<file path="src/hw/rtl/upng_pkg.sv">
// -----------------------------------------------------------------------------
// upng_pkg
// Types, constants and byte tables shared by the PNG stream encoder.
// -----------------------------------------------------------------------------
package upng_pkg;

    localparam int unsigned DIM_W    = 14;
    localparam int unsigned COL_W    = 13;
    localparam int unsigned DATA_W   = 28;
    localparam int unsigned BLK_W    = 17;
    localparam int unsigned IDX_W    = 6;

    localparam logic [DIM_W-1:0] MAX_DIM   = 14'd8192;
    localparam logic [BLK_W-1:0] BLOCK_LEN = 17'd65535;
    localparam logic [31:0]      CRC_POLY  = 32'hedb88320;
    localparam logic [31:0]      CRC_INIT  = 32'hffffffff;
    localparam logic [16:0]      ADLER_MOD = 17'd65521;

    localparam logic [IDX_W-1:0] ST_IHDR_TYPE = 6'd12;
    localparam logic [IDX_W-1:0] ST_IHDR_END  = 6'd28;
    localparam logic [IDX_W-1:0] ST_IDAT_TYPE = 6'd37;
    localparam logic [IDX_W-1:0] ST_LAST      = 6'd42;
    localparam logic [IDX_W-1:0] TL_ADLER_END = 6'd3;
    localparam logic [IDX_W-1:0] TL_IEND_TYPE = 6'd12;
    localparam logic [IDX_W-1:0] TL_IEND_END  = 6'd15;
    localparam logic [IDX_W-1:0] TL_LAST      = 6'd19;

    localparam logic [1:0] SEL_FILTER = 2'd0;
    localparam logic [1:0] SEL_RED    = 2'd1;
    localparam logic [1:0] SEL_GREEN  = 2'd2;
    localparam logic [1:0] SEL_BLUE   = 2'd3;

    localparam logic [2:0] HDR_LAST = 3'd4;

    localparam logic REG_WIDTH  = 1'b0;
    localparam logic REG_HEIGHT = 1'b1;

    localparam logic KIND_START = 1'b0;

    typedef enum logic [1:0] {
        PH_START,
        PH_PIXEL,
        PH_TAIL
    } t_phase;

    typedef struct packed {
        logic feed_crc;
        logic init_crc;
        logic feed_adler;
        logic init_adler;
    } t_sum_ctl;

    function automatic logic [DIM_W-1:0] f_clamp(input logic [DIM_W-1:0] v);
        logic [DIM_W-1:0] r;
        r = v;
        if (v == '0) begin
            r = 14'd1;
        end else if (v > MAX_DIM) begin
            r = MAX_DIM;
        end
        return r;
    endfunction

    function automatic logic [31:0] f_crc8(input logic [31:0] c, input logic [7:0] b);
        logic [31:0] r;
        r = c ^ {24'd0, b};
        for (int i = 0; i < 8; i++) begin
            r = (r >> 1) ^ (CRC_POLY & {32{r[0]}});
        end
        return r;
    endfunction

    function automatic logic [7:0] f_be_byte(input logic [31:0] v, input logic [1:0] pos);
        logic [7:0] r;
        case (pos)
            2'd0:    r = v[31:24];
            2'd1:    r = v[23:16];
            2'd2:    r = v[15:8];
            default: r = v[7:0];
        endcase
        return r;
    endfunction

    function automatic logic [7:0] f_start_byte(
        input logic [IDX_W-1:0] idx,
        input logic [DIM_W-1:0] w,
        input logic [DIM_W-1:0] h,
        input logic [31:0]      crc,
        input logic [31:0]      idat_len
    );
        logic [7:0] r;
        case (idx)
            6'd0:  r = 8'h89;
            6'd1:  r = 8'h50;
            6'd2:  r = 8'h4e;
            6'd3:  r = 8'h47;
            6'd4:  r = 8'h0d;
            6'd5:  r = 8'h0a;
            6'd6:  r = 8'h1a;
            6'd7:  r = 8'h0a;
            6'd11: r = 8'h0d;
            6'd12: r = 8'h49;
            6'd13: r = 8'h48;
            6'd14: r = 8'h44;
            6'd15: r = 8'h52;
            6'd18: r = {2'd0, w[13:8]};
            6'd19: r = w[7:0];
            6'd22: r = {2'd0, h[13:8]};
            6'd23: r = h[7:0];
            6'd24: r = 8'h08;
            6'd25: r = 8'h02;
            6'd29: r = crc[31:24];
            6'd30: r = crc[23:16];
            6'd31: r = crc[15:8];
            6'd32: r = crc[7:0];
            6'd33: r = idat_len[31:24];
            6'd34: r = idat_len[23:16];
            6'd35: r = idat_len[15:8];
            6'd36: r = idat_len[7:0];
            6'd37: r = 8'h49;
            6'd38: r = 8'h44;
            6'd39: r = 8'h41;
            6'd40: r = 8'h54;
            6'd41: r = 8'h78;
            6'd42: r = 8'h01;
            default: r = 8'h00;
        endcase
        return r;
    endfunction

    function automatic logic [7:0] f_tail_byte(
        input logic [IDX_W-1:0] idx,
        input logic [31:0]      adler,
        input logic [31:0]      crc
    );
        logic [7:0] r;
        case (idx)
            6'd0, 6'd1, 6'd2, 6'd3:     r = f_be_byte(adler, idx[1:0]);
            6'd4, 6'd5, 6'd6, 6'd7,
            6'd16, 6'd17, 6'd18, 6'd19: r = f_be_byte(crc, idx[1:0]);
            6'd12: r = 8'h49;
            6'd13: r = 8'h45;
            6'd14: r = 8'h4e;
            6'd15: r = 8'h44;
            default: r = 8'h00;
        endcase
        return r;
    endfunction

endpackage

</file>
<file path="src/hw/rtl/upng_if.sv">
// -----------------------------------------------------------------------------
// upng_if
// Valid/ready stream interfaces for pixel items and PNG output bytes.
// -----------------------------------------------------------------------------
interface upng_in_if;
    logic       valid;
    logic       ready;
    logic       kind;
    logic [7:0] red;
    logic [7:0] green;
    logic [7:0] blue;

    modport source (output valid, kind, red, green, blue, input ready);
    modport sink (input valid, kind, red, green, blue, output ready);
endinterface

interface upng_out_if;
    logic       valid;
    logic       ready;
    logic [7:0] out_byte;
    logic       run_last;
    logic       file_done;

    modport source (output valid, out_byte, run_last, file_done, input ready);
    modport sink (input valid, out_byte, run_last, file_done, output ready);
endinterface

</file>
<file path="src/hw/rtl/uncompressed_png_encoder.sv">
// -----------------------------------------------------------------------------
// uncompressed_png_encoder
// Streams an 8-bit RGB image as a PNG file using zlib stored blocks.
// -----------------------------------------------------------------------------
// Usage:
// Program the image width and height over the APB port while the encoder is
// idle, then send a start beat (kind 0) followed by the pixels in raster order
// (kind 1). The output channel carries one file byte per beat; run_last marks
// the final beat of each input item and file_done marks the last byte of the
// file.
// The output sequencer emits one byte per cycle unless the receiver stalls;
// an item yields 43 bytes for a start beat, 3 or 4 for a pixel, 5 more where
// a stored block begins and 20 more on the last pixel. The first byte of an
// item is produced once the item is held in the sequencer state, and is then
// registered in the output register. The next item is taken in the cycle in
// which the previous item's final byte is registered.
// A pixel sent with no image open is consumed without output. A stalled
// receiver holds the output register and the sequencer in place.
// Reset clears the registers to width and height one, closes any image and
// drops beats in flight; no memory is cleared, so the block is ready at once.
// -----------------------------------------------------------------------------
module uncompressed_png_encoder (
    input  logic          i_clk,
    input  logic          i_rst_n,
    upng_in_if.sink       i_pix,
    upng_out_if.source    o_byte,
    input  logic          psel,
    input  logic          penable,
    input  logic          pwrite,
    input  logic [2:0]    paddr,
    input  logic [31:0]   pwdata,
    output logic [31:0]   prdata,
    output logic          pready
);

    logic [upng_pkg::DIM_W-1:0] cfg_width;
    logic [upng_pkg::DIM_W-1:0] cfg_height;
    logic [31:0]                crc;
    logic [15:0]                adler_low;
    logic [15:0]                adler_high;
    upng_pkg::t_sum_ctl         sum_ctl;
    logic [7:0]                 sum_byte;

    upng_cfg u_cfg (
        .i_clk    (i_clk),
        .i_rst_n  (i_rst_n),
        .psel     (psel),
        .penable  (penable),
        .pwrite   (pwrite),
        .paddr    (paddr),
        .pwdata   (pwdata),
        .prdata   (prdata),
        .pready   (pready),
        .o_width  (cfg_width),
        .o_height (cfg_height)
    );

    upng_csum u_csum (
        .i_clk        (i_clk),
        .i_rst_n      (i_rst_n),
        .i_byte       (sum_byte),
        .i_ctl        (sum_ctl),
        .o_crc        (crc),
        .o_adler_low  (adler_low),
        .o_adler_high (adler_high)
    );

    upng_ctrl u_ctrl (
        .i_clk        (i_clk),
        .i_rst_n      (i_rst_n),
        .i_pix        (i_pix),
        .o_byte       (o_byte),
        .i_cfg_width  (cfg_width),
        .i_cfg_height (cfg_height),
        .i_crc        (crc),
        .i_adler_low  (adler_low),
        .i_adler_high (adler_high),
        .o_sum_ctl    (sum_ctl),
        .o_sum_byte   (sum_byte)
    );

endmodule

</file>
<file path="src/hw/rtl/upng_cfg.sv">
// -----------------------------------------------------------------------------
// upng_cfg
// APB register file holding the image width and height.
// -----------------------------------------------------------------------------
module upng_cfg (
    input  logic                          i_clk,
    input  logic                          i_rst_n,
    input  logic                          psel,
    input  logic                          penable,
    input  logic                          pwrite,
    input  logic [2:0]                    paddr,
    input  logic [31:0]                   pwdata,
    output logic [31:0]                   prdata,
    output logic                          pready,
    output logic [upng_pkg::DIM_W-1:0]    o_width,
    output logic [upng_pkg::DIM_W-1:0]    o_height
);

    logic [upng_pkg::DIM_W-1:0] r_width;
    logic [upng_pkg::DIM_W-1:0] r_height;
    logic                       wr_en;

    assign wr_en  = psel && penable && pwrite;
    assign pready = 1'b1;

    always_ff @(posedge i_clk) begin
        if (!i_rst_n) begin
            r_width  <= 14'd1;
            r_height <= 14'd1;
        end else if (wr_en) begin
            if (paddr[2] == upng_pkg::REG_WIDTH) begin
                r_width <= pwdata[upng_pkg::DIM_W-1:0];
            end else begin
                r_height <= pwdata[upng_pkg::DIM_W-1:0];
            end
        end
    end

    always_comb begin
        if (paddr[2] == upng_pkg::REG_WIDTH) begin
            prdata = {18'd0, r_width};
        end else begin
            prdata = {18'd0, r_height};
        end
    end

    assign o_width  = r_width;
    assign o_height = r_height;

endmodule

</file>
<file path="src/hw/rtl/upng_csum.sv">
// -----------------------------------------------------------------------------
// upng_csum
// Running CRC-32 and Adler-32 over the output stream bytes that the sequencer selects.
// -----------------------------------------------------------------------------
module upng_csum (
    input  logic                 i_clk,
    input  logic                 i_rst_n,
    input  logic [7:0]           i_byte,
    input  upng_pkg::t_sum_ctl   i_ctl,
    output logic [31:0]          o_crc,
    output logic [15:0]          o_adler_low,
    output logic [15:0]          o_adler_high
);

    logic [31:0] r_crc;
    logic [31:0] n_crc;
    logic [15:0] r_adl;
    logic [15:0] n_adl;
    logic [15:0] r_adh;
    logic [15:0] n_adh;
    logic [31:0] crc_base;
    logic [16:0] low_sum;
    logic [15:0] low_new;
    logic [16:0] high_sum;

    always_comb begin
        crc_base = i_ctl.init_crc ? upng_pkg::CRC_INIT : r_crc;
        n_crc    = i_ctl.feed_crc ? upng_pkg::f_crc8(crc_base, i_byte) : crc_base;

        low_sum  = {1'b0, r_adl} + {9'd0, i_byte};
        low_new  = (low_sum >= upng_pkg::ADLER_MOD) ? 16'(low_sum - upng_pkg::ADLER_MOD)
                                                    : low_sum[15:0];
        high_sum = {1'b0, r_adh} + {1'b0, low_new};

        n_adl = r_adl;
        n_adh = r_adh;
        if (i_ctl.init_adler) begin
            n_adl = 16'd1;
            n_adh = 16'd0;
        end else if (i_ctl.feed_adler) begin
            n_adl = low_new;
            n_adh = (high_sum >= upng_pkg::ADLER_MOD) ? 16'(high_sum - upng_pkg::ADLER_MOD)
                                                      : high_sum[15:0];
        end
    end

    always_ff @(posedge i_clk) begin
        if (!i_rst_n) begin
            r_crc <= upng_pkg::CRC_INIT;
            r_adl <= 16'd1;
            r_adh <= 16'd0;
        end else begin
            r_crc <= n_crc;
            r_adl <= n_adl;
            r_adh <= n_adh;
        end
    end

    assign o_crc        = r_crc;
    assign o_adler_low  = r_adl;
    assign o_adler_high = r_adh;

endmodule

</file>
<file path="src/hw/rtl/upng_ctrl.sv">
// -----------------------------------------------------------------------------
// upng_ctrl
// Byte sequencer: walks the headers, stored blocks, pixel bytes and trailer
// of the PNG stream and drives the registered output beat.
// -----------------------------------------------------------------------------
module upng_ctrl (
    input  logic                          i_clk,
    input  logic                          i_rst_n,
    upng_in_if.sink                       i_pix,
    upng_out_if.source                    o_byte,
    input  logic [upng_pkg::DIM_W-1:0]    i_cfg_width,
    input  logic [upng_pkg::DIM_W-1:0]    i_cfg_height,
    input  logic [31:0]                   i_crc,
    input  logic [15:0]                   i_adler_low,
    input  logic [15:0]                   i_adler_high,
    output upng_pkg::t_sum_ctl            o_sum_ctl,
    output logic [7:0]                    o_sum_byte
);

    upng_pkg::t_phase                r_phase;
    upng_pkg::t_phase                n_phase;
    logic                            r_busy;
    logic                            n_busy;
    logic [upng_pkg::IDX_W-1:0]      r_idx;
    logic [upng_pkg::IDX_W-1:0]      n_idx;
    logic [1:0]                      r_dsel;
    logic [1:0]                      n_dsel;
    logic [2:0]                      r_hidx;
    logic [2:0]                      n_hidx;
    logic [upng_pkg::COL_W-1:0]      r_col;
    logic [upng_pkg::COL_W-1:0]      n_col;
    logic [upng_pkg::BLK_W-1:0]      r_blk;
    logic [upng_pkg::BLK_W-1:0]      n_blk;
    logic [upng_pkg::DATA_W-1:0]     r_dleft;
    logic [upng_pkg::DATA_W-1:0]     n_dleft;
    logic                            r_open;
    logic                            n_open;
    logic [upng_pkg::DIM_W-1:0]      r_cur_w;
    logic [upng_pkg::DIM_W-1:0]      r_cur_h;
    logic [7:0]                      r_red;
    logic [7:0]                      r_grn;
    logic [7:0]                      r_blu;
    logic [upng_pkg::DATA_W-1:0]     r_dtot;
    logic [31:0]                     r_idat;
    logic                            r_ovalid;
    logic [7:0]                      r_obyte;
    logic                            r_olast;
    logic                            r_odone;

    logic                            adv;
    logic                            emit;
    logic                            last;
    logic                            done;
    logic [7:0]                      byte_val;
    logic                            accept;
    upng_pkg::t_sum_ctl              sum_ctl;
    logic [upng_pkg::BLK_W-1:0]      blen;
    logic                            bfinal;
    logic [7:0]                      data_val;
    logic [28:0]                     e_sum;
    logic [12:0]                     e_q;
    logic [16:0]                     s_sum;
    logic [12:0]                     nblk;
    logic [31:0]                     crc_out;
    logic [upng_pkg::COL_W:0]        col_inc;

    assign adv     = !r_ovalid || o_byte.ready;
    assign crc_out = ~i_crc;
    assign bfinal  = (r_dleft <= 28'(upng_pkg::BLOCK_LEN));
    assign blen    = bfinal ? r_dleft[upng_pkg::BLK_W-1:0] : upng_pkg::BLOCK_LEN;
    assign col_inc = {1'b0, r_col} + 14'd1;

    assign e_sum = {1'b0, r_dtot} + 29'(upng_pkg::BLOCK_LEN - 17'd1);
    assign e_q   = e_sum[28:16];
    assign s_sum = {4'd0, e_q} + {1'b0, e_sum[15:0]};
    assign nblk  = e_q + ((s_sum >= upng_pkg::BLOCK_LEN) ? 13'd1 : 13'd0);

    always_comb begin
        case (r_dsel)
            upng_pkg::SEL_FILTER: data_val = 8'h00;
            upng_pkg::SEL_RED:    data_val = r_red;
            upng_pkg::SEL_GREEN:  data_val = r_grn;
            default:              data_val = r_blu;
        endcase
    end

    always_comb begin
        n_phase  = r_phase;
        n_busy   = r_busy;
        n_idx    = r_idx;
        n_dsel   = r_dsel;
        n_hidx   = r_hidx;
        n_col    = r_col;
        n_blk    = r_blk;
        n_dleft  = r_dleft;
        n_open   = r_open;
        emit     = 1'b0;
        last     = 1'b0;
        done     = 1'b0;
        byte_val = 8'h00;
        sum_ctl  = '0;

        if (r_busy && adv) begin
            emit = 1'b1;
            case (r_phase)
                upng_pkg::PH_START: begin
                    byte_val = upng_pkg::f_start_byte(r_idx, r_cur_w, r_cur_h,
                                                      crc_out, r_idat);
                    sum_ctl.feed_crc = (r_idx >= upng_pkg::ST_IHDR_TYPE &&
                                        r_idx <= upng_pkg::ST_IHDR_END) ||
                                       (r_idx >= upng_pkg::ST_IDAT_TYPE);
                    sum_ctl.init_crc = (r_idx == upng_pkg::ST_IHDR_TYPE) ||
                                       (r_idx == upng_pkg::ST_IDAT_TYPE);
                    n_idx = r_idx + 6'd1;
                    if (r_idx == upng_pkg::ST_LAST) begin
                        last               = 1'b1;
                        n_busy             = 1'b0;
                        sum_ctl.init_adler = 1'b1;
                        n_col              = '0;
                        n_blk              = '0;
                        n_dleft            = r_dtot;
                        n_open             = 1'b1;
                    end
                end
                upng_pkg::PH_PIXEL: begin
                    sum_ctl.feed_crc = 1'b1;
                    if (r_blk == '0) begin
                        case (r_hidx)
                            3'd0:    byte_val = {7'd0, bfinal};
                            3'd1:    byte_val = blen[7:0];
                            3'd2:    byte_val = blen[15:8];
                            3'd3:    byte_val = ~blen[7:0];
                            default: byte_val = ~blen[15:8];
                        endcase
                        if (r_hidx == upng_pkg::HDR_LAST) begin
                            n_hidx = '0;
                            n_blk  = blen;
                        end else begin
                            n_hidx = r_hidx + 3'd1;
                        end
                    end else begin
                        byte_val           = data_val;
                        sum_ctl.feed_adler = 1'b1;
                        n_blk              = r_blk - 17'd1;
                        n_dleft            = r_dleft - 28'd1;
                        n_dsel             = r_dsel + 2'd1;
                        if (r_dsel == upng_pkg::SEL_BLUE) begin
                            if (col_inc >= r_cur_w) begin
                                n_col = '0;
                            end else begin
                                n_col = col_inc[upng_pkg::COL_W-1:0];
                            end
                            if (r_dleft == 28'd1) begin
                                n_phase = upng_pkg::PH_TAIL;
                                n_idx   = '0;
                            end else begin
                                last   = 1'b1;
                                n_busy = 1'b0;
                            end
                        end
                    end
                end
                upng_pkg::PH_TAIL: begin
                    byte_val = upng_pkg::f_tail_byte(r_idx, {i_adler_high, i_adler_low},
                                                     crc_out);
                    sum_ctl.feed_crc = (r_idx <= upng_pkg::TL_ADLER_END) ||
                                       (r_idx >= upng_pkg::TL_IEND_TYPE &&
                                        r_idx <= upng_pkg::TL_IEND_END);
                    sum_ctl.init_crc = (r_idx == upng_pkg::TL_IEND_TYPE);
                    n_idx = r_idx + 6'd1;
                    if (r_idx == upng_pkg::TL_LAST) begin
                        last   = 1'b1;
                        done   = 1'b1;
                        n_busy = 1'b0;
                        n_open = 1'b0;
                    end
                end
                default: begin
                    emit   = 1'b0;
                    n_busy = 1'b0;
                end
            endcase
        end

        i_pix.ready = !r_busy || last;
        accept      = i_pix.valid && i_pix.ready;

        if (accept) begin
            if (i_pix.kind == upng_pkg::KIND_START) begin
                n_busy  = 1'b1;
                n_phase = upng_pkg::PH_START;
                n_idx   = '0;
            end else if (n_open) begin
                n_busy  = 1'b1;
                n_phase = upng_pkg::PH_PIXEL;
                n_hidx  = '0;
                n_dsel  = (n_col == '0) ? upng_pkg::SEL_FILTER : upng_pkg::SEL_RED;
            end
        end
    end

    always_ff @(posedge i_clk) begin
        if (!i_rst_n) begin
            r_phase  <= upng_pkg::PH_START;
            r_busy   <= 1'b0;
            r_idx    <= '0;
            r_dsel   <= '0;
            r_hidx   <= '0;
            r_col    <= '0;
            r_blk    <= '0;
            r_dleft  <= '0;
            r_open   <= 1'b0;
            r_cur_w  <= 14'd1;
            r_cur_h  <= 14'd1;
            r_ovalid <= 1'b0;
        end else begin
            r_phase <= n_phase;
            r_busy  <= n_busy;
            r_idx   <= n_idx;
            r_dsel  <= n_dsel;
            r_hidx  <= n_hidx;
            r_col   <= n_col;
            r_blk   <= n_blk;
            r_dleft <= n_dleft;
            r_open  <= n_open;
            if (accept && i_pix.kind == upng_pkg::KIND_START) begin
                r_cur_w <= upng_pkg::f_clamp(i_cfg_width);
                r_cur_h <= upng_pkg::f_clamp(i_cfg_height);
            end
            if (adv) begin
                r_ovalid <= emit;
            end
        end
    end

    always_ff @(posedge i_clk) begin
        if (accept) begin
            r_red <= i_pix.red;
            r_grn <= i_pix.green;
            r_blu <= i_pix.blue;
        end
        r_dtot <= 28'(r_cur_h * ({1'b0, r_cur_w} * 15'd3 + 15'd1));
        r_idat <= 32'(r_dtot) + 32'(nblk) * 32'd5 + 32'd6;
        if (adv) begin
            r_obyte <= byte_val;
            r_olast <= last;
            r_odone <= done;
        end
    end

    assign o_byte.valid     = r_ovalid;
    assign o_byte.out_byte  = r_obyte;
    assign o_byte.run_last  = r_olast;
    assign o_byte.file_done = r_odone;
    assign o_sum_ctl        = sum_ctl;
    assign o_sum_byte       = byte_val;

    a_pixel_open : assert property (@(posedge i_clk) disable iff (!i_rst_n)
        (r_busy && r_phase == upng_pkg::PH_PIXEL) |-> (r_open && r_dleft != '0))
        else $error("Pixel bytes are sequenced with no image data left.");

    a_block_len : assert property (@(posedge i_clk) disable iff (!i_rst_n)
        r_blk <= upng_pkg::BLOCK_LEN)
        else $error("Stored block count exceeds the block length.");

    a_done_last : assert property (@(posedge i_clk) disable iff (!i_rst_n)
        (r_ovalid && r_odone) |-> (r_olast && !r_open))
        else $error("File end beat is not the last beat of its item.");

    a_block_in_data : assert property (@(posedge i_clk) disable iff (!i_rst_n)
        r_open |-> ({11'd0, r_blk} <= r_dleft))
        else $error("Stored block runs past the end of the image data.");

endmodule
</file>
<file path="src/flat_wrapper.sv">
// flat-port wrapper written by rule: the top's interface ports become plain ports
module uncompressed_png_encoder_flat 
  (i_clk, i_rst_n, psel, penable, pwrite, paddr, pwdata, prdata, pready, i_pix_valid, i_pix_kind, i_pix_red, i_pix_green, i_pix_blue, i_pix_ready, o_byte_valid, o_byte_out_byte, o_byte_run_last, o_byte_file_done, o_byte_ready);
  upng_in_if i_pix_i ();
  upng_out_if o_byte_i ();
  input  logic i_clk;
  input  logic i_rst_n;
  input  logic psel;
  input  logic penable;
  input  logic pwrite;
  input  logic [2:0] paddr;
  input  logic [31:0] pwdata;
  output logic [31:0] prdata;
  output logic pready;
  input wire logic [$bits(i_pix_i.valid)-1:0] i_pix_valid;
  input wire logic [$bits(i_pix_i.kind)-1:0] i_pix_kind;
  input wire logic [$bits(i_pix_i.red)-1:0] i_pix_red;
  input wire logic [$bits(i_pix_i.green)-1:0] i_pix_green;
  input wire logic [$bits(i_pix_i.blue)-1:0] i_pix_blue;
  output wire logic [$bits(i_pix_i.ready)-1:0] i_pix_ready;
  output wire logic [$bits(o_byte_i.valid)-1:0] o_byte_valid;
  output wire logic [$bits(o_byte_i.out_byte)-1:0] o_byte_out_byte;
  output wire logic [$bits(o_byte_i.run_last)-1:0] o_byte_run_last;
  output wire logic [$bits(o_byte_i.file_done)-1:0] o_byte_file_done;
  input wire logic [$bits(o_byte_i.ready)-1:0] o_byte_ready;
  assign i_pix_i.valid = i_pix_valid;
  assign i_pix_i.kind = i_pix_kind;
  assign i_pix_i.red = i_pix_red;
  assign i_pix_i.green = i_pix_green;
  assign i_pix_i.blue = i_pix_blue;
  assign i_pix_ready = i_pix_i.ready;
  assign o_byte_valid = o_byte_i.valid;
  assign o_byte_out_byte = o_byte_i.out_byte;
  assign o_byte_run_last = o_byte_i.run_last;
  assign o_byte_file_done = o_byte_i.file_done;
  assign o_byte_i.ready = o_byte_ready;
  uncompressed_png_encoder u_core (.i_clk(i_clk), .i_rst_n(i_rst_n), .i_pix(i_pix_i), .o_byte(o_byte_i), .psel(psel), .penable(penable), .pwrite(pwrite), .paddr(paddr), .pwdata(pwdata), .prdata(prdata), .pready(pready));
endmodule
</file>
<file path="config.mk">
export PLATFORM = sky130hd
export DESIGN_NAME = uncompressed_png_encoder_flat
export DESIGN_NICKNAME = d
export VERILOG_FILES = /design/src/hw/rtl/upng_pkg.sv /design/src/hw/rtl/upng_if.sv /design/src/hw/rtl/uncompressed_png_encoder.sv /design/src/hw/rtl/upng_cfg.sv /design/src/hw/rtl/upng_csum.sv /design/src/hw/rtl/upng_ctrl.sv /design/src/flat_wrapper.sv
export SDC_FILE = /design/constraint.sdc
export NUM_CORES = 2
export LEC_CHECK = 0
export ABC_AREA = 1
export BUFFER_PORTS_ARGS = -buffer_cell sky130_fd_sc_hd__buf_4
export CORE_MARGIN = 4
export CORE_UTILIZATION = 25
export CTS_CLUSTER_DIAMETER = 100
export DETAILED_ROUTE_END_ITERATION = 8
export SYNTH_ARGS = -nofsm -noshare
export SYNTH_HDL_FRONTEND = slang
export SYNTH_SLANG_ARGS = --single-unit
export TNS_END_PERCENT = 30
</file>
<file path="constraint.sdc">
create_clock -name i_clk -period 6.87 [get_ports i_clk]
set_input_delay 0.3435 -clock i_clk [delete_from_list [all_inputs] [get_ports i_clk]]
set_output_delay 0.3435 -clock i_clk [all_outputs]
set_load 0.03 [all_outputs]
</file>
==> results.ini <==
[timing]
slew_headroom_pct = 33.5
whs_ns = 0.0642
rsz0062_at_grt = yes
worst_slack_ns = -0.499
slew_viol_final = 0
finalCritPeriodShare_pct = 107
finalWorstPathRequiredPeriod_ns = 7.37
max_slew.worst_pin.slew_ns = 0.996
setup_viol = 18
hold_viol_final = 0
finalSetupTns_ns = -5.60
finClkSkew_ns = 0.0487
fmax_mhz = 136

[yosys]
yosysTopAreaCell = dfxtp_1
synth_edf_count = 34
postSynthCellCount = 4171
synth_warnings = 0
synth_common_cells = nand2_1 (921), inv_1 (640), nor2_1 (418), a21oi_1 (271), dfxtp_1 (251)
synth-async-reset-ratio_pct = 0
syn_area_mm2 = 0.0292
synth.distinct_cells = 69
synth_top_area_share_pct = 17.2
ys.flop_type = dfxtp_1
synth_most_common_cell = nand2_1
synthTopCellsByArea = dfxtp_1 (17%), fa_1 (12%), nand2_1 (12%), ha_1 (9.3%), inv_1 (8.2%)
ys_ff_latch = 285
ys_seq_area_share_pct = 20.7
syn_area_per_cell_um2 = 7.00

[critical_path]
slowest_stage = fa_1
r2r-end = u_core.u_ctrl.r_idat[26]$_DFF_P_
required_ns = 7.38
worst-path-max-fanout = 4
start_kind = flip-flop
critical_path_arrival_ns = 7.88
reg2reg_setup_slack_ns = -0.50
path_class = flip-flop to flip-flop
r2r_start = u_core.u_ctrl.r_dtot[5]$_DFF_P_
crit_path_frequent_cell = buf_4
slowest_delay_ns = 0.49
reg2regPathDepth = 55
end_kind = flip-flop

[route]
wl_um = 104000
dr.pass1.iters = 6
drc = 0
wire_per_inst_um = 16.1
vias = 30080
postRouteAntennaNets = 0
viasPerCell = 4.65
dr.first_iter.drc_count = 2155

[worst_hold_path]
min-delay-path-class = primary input to flip-flop
worstHoldStart = pwdata[7]
min_to = u_core.u_cfg.o_width[7]$_SDFFE_PN0P_
hold_path_depth = 3

[cells_and_area]
layout.nets = 5384
fin_util_pct = 34.8
drive_above_1_share_pct = 28.8
final_cell_area_mm2 = 0.0404
antenna_cells_inserted = 0
area.growth.synth_to_final_pct = 38.4

[cts]
clockBufferDepth = 3
cts_htree_levels = 2
clk_latency_ns = 0.59
cts-root-buf = clkbuf_16
cts_tree = yes
clk_pin_slew_ns = 0.06
numCtsBuffers = 36
cts_sinks = 285

[pwr]
p_total_mw = 8.83
p_clk_share_pct = 23.8
vdd_ir_drop_max_mv = 0.174
p_sw_share_pct = 39.1
power.internal_mw = 5.38
seqPwrFrac_pct = 22.5
power.leakage_nw = 19.3
p_switching_mw = 3.45
p_comb_share_pct = 53.7
power_density_mw_per_mm2 = 219

[placement]
place.gp.congestion = 0.937
hpwl_um = 82100
io_buffers = 72
place_area_mm2 = 0.0360

[status]
outcome = finished with violations
violations = negative setup slack

[global_route]
antenna_found_initial = 1
gr-total-overflow = 0
grt_pass1_vias = 29113
grt_usage_pct = 16.5
grt_pass1_wl_um = 161000
grt_max_degree = 63

[floorplan]
core_area_mm2 = 0.116
start_util_pct = 25.1
ios = 112
placementRows = 125
die_x_um = 350
die_h_um = 350
die-area_mm2 = 0.122

[run]
cap_violations = 0

[worst max-delay path, delay by kind of cell, from the launching register on]
family | cells | cell delay, ns
xor+xnor | 1 | 0.14
simple gates | 9 | 0.78
flops | 1 | 0.38
fa+ha+maj | 3 | 1.00
compound gates | 4 | 0.49
buf+inv | 38 | 4.51
[metal layers]
| metal | share of wire (%) | wire [um] | vias up | global-route usage [%] |
|---|---|---|---|---|
| met5 | 0 | 0 | - | 0 |
| met4 | 3.3 | 3410 | 0 | 4.80 |
| met3 | 5.5 | 5790 | 187 | 2.05 |
| met2 | 47 | 48900 | 886 | 27.7 |
| met1 | 44 | 46200 | 14233 | 22.1 |
| li1 | - | - | 14774 | - |
[flip-flops by register name, summed over array words and instances, names as in the netlist, 3 cells and up]
name	count
u_core.u_cfg.o_height	14
u_core.u_cfg.o_width	14
u_core.u_csum.o_adler_high	16
u_core.u_csum.o_adler_low	16
u_core.u_csum.o_crc	32
u_core.u_ctrl.o_byte.out_byte	8
u_core.u_ctrl.r_blk	17
u_core.u_ctrl.r_blu	8
u_core.u_ctrl.r_col	13
u_core.u_ctrl.r_cur_h	14
u_core.u_ctrl.r_cur_w	14
u_core.u_ctrl.r_dleft	28
u_core.u_ctrl.r_dtot	28
u_core.u_ctrl.r_grn	8
u_core.u_ctrl.r_hidx	3
u_core.u_ctrl.r_idat	29
u_core.u_ctrl.r_idx	6
u_core.u_ctrl.r_red	8
[cells in the final DEF, fill, tap and decap left out, drive strengths merged, types with 8 or more instances in the layout]
cell,n
fa,182
or2,14
a21oi,273
clkbuf,52
nand3,233
nand4,65
o21a,11
a221oi,8
dfxtp,251
xor2,142
o22ai,8
a211oi,29
nand2,976
o21ai,237
ha,217
a21o,8
conb,19
clkinv,11
a31oi,17
nor2,463
inv,673
nor3,45
edfxtp,34
o211ai,27
dlygate4sd3,31
buf,801
nor4,12
xnor2,43
o21bai,8
[cell type report]
cell class	count	area (um2)
clock inverter	13	263
inverter	676	2570
tap	1524	1910
multi-input combinational	3087	22100
clock buffer	52	1030
timing repair buffer	832	6460
fill	12130	75700
sequential	285	6070
[repair_timing]
item / in CTS / in global routing
resized for setup: 194 / 264
buffers inserted: 57 / 35
pin swaps: 93 / 158
hold buffers: 31 / 0
hold endpoints to repair: 36 / 0
endpoints found under the setup margin: 41 / 49
[power groups by stage]
stage	clock network, mW	registers [mW]	logic (mW)
finish	2.10	1.99	4.74
global route	2.20	2.00	5.18
CTS	2.13	1.98	4.38
detailed placement	0	2.02	3.74
global placement	0	2.01	3.72
floorplan	0	2.01	2.04
[metrics by stage]
stage / setup WS, ns / std cells
after floorplan: 0.000686 / 4188
after global placement: -0.497 / 6286
after detailed placement: -0.523 / 6286
after CTS: -0.136 / 6438
after global routing: -0.804 / 6469
final: -0.499 / 6469
[worst max path at each step]
stage,start,end,slack (ns)
floorplan,u_core.u_ctrl.r_dtot[3]$_DFF_P_,u_core.u_ctrl.r_idat[27]$_DFF_P_,0.0007
global placement,u_core.u_ctrl.r_cur_w[3]$_SDFFE_PN0P_,u_core.u_ctrl.r_dtot[27]$_DFF_P_,-0.50
detailed placement,u_core.u_ctrl.r_cur_w[2]$_SDFFE_PN0P_,u_core.u_ctrl.r_dtot[19]$_DFF_P_,-0.52
CTS,u_core.u_ctrl.r_dtot[2]$_DFF_P_,u_core.u_ctrl.r_idat[26]$_DFF_P_,-0.14
global route,u_core.u_ctrl.r_dtot[5]$_DFF_P_,u_core.u_ctrl.r_idat[26]$_DFF_P_,-0.80
finish,u_core.u_ctrl.r_dtot[5]$_DFF_P_,u_core.u_ctrl.r_idat[26]$_DFF_P_,-0.50
[cells by family after synthesis]
group,count (synthesis),synth area share [%]
AND/OR/NAND/NOR,1818,27.2
buffers and inverters,816,11.3
AO/OA/AOI/OAI,665,13.3
adder cells (fa/ha/maj),399,21.8
flip-flops,285,20.7
XOR/XNOR,186,5.68
other,2,0.0257
Note: power is estimated with default switching activity, not from simulation.
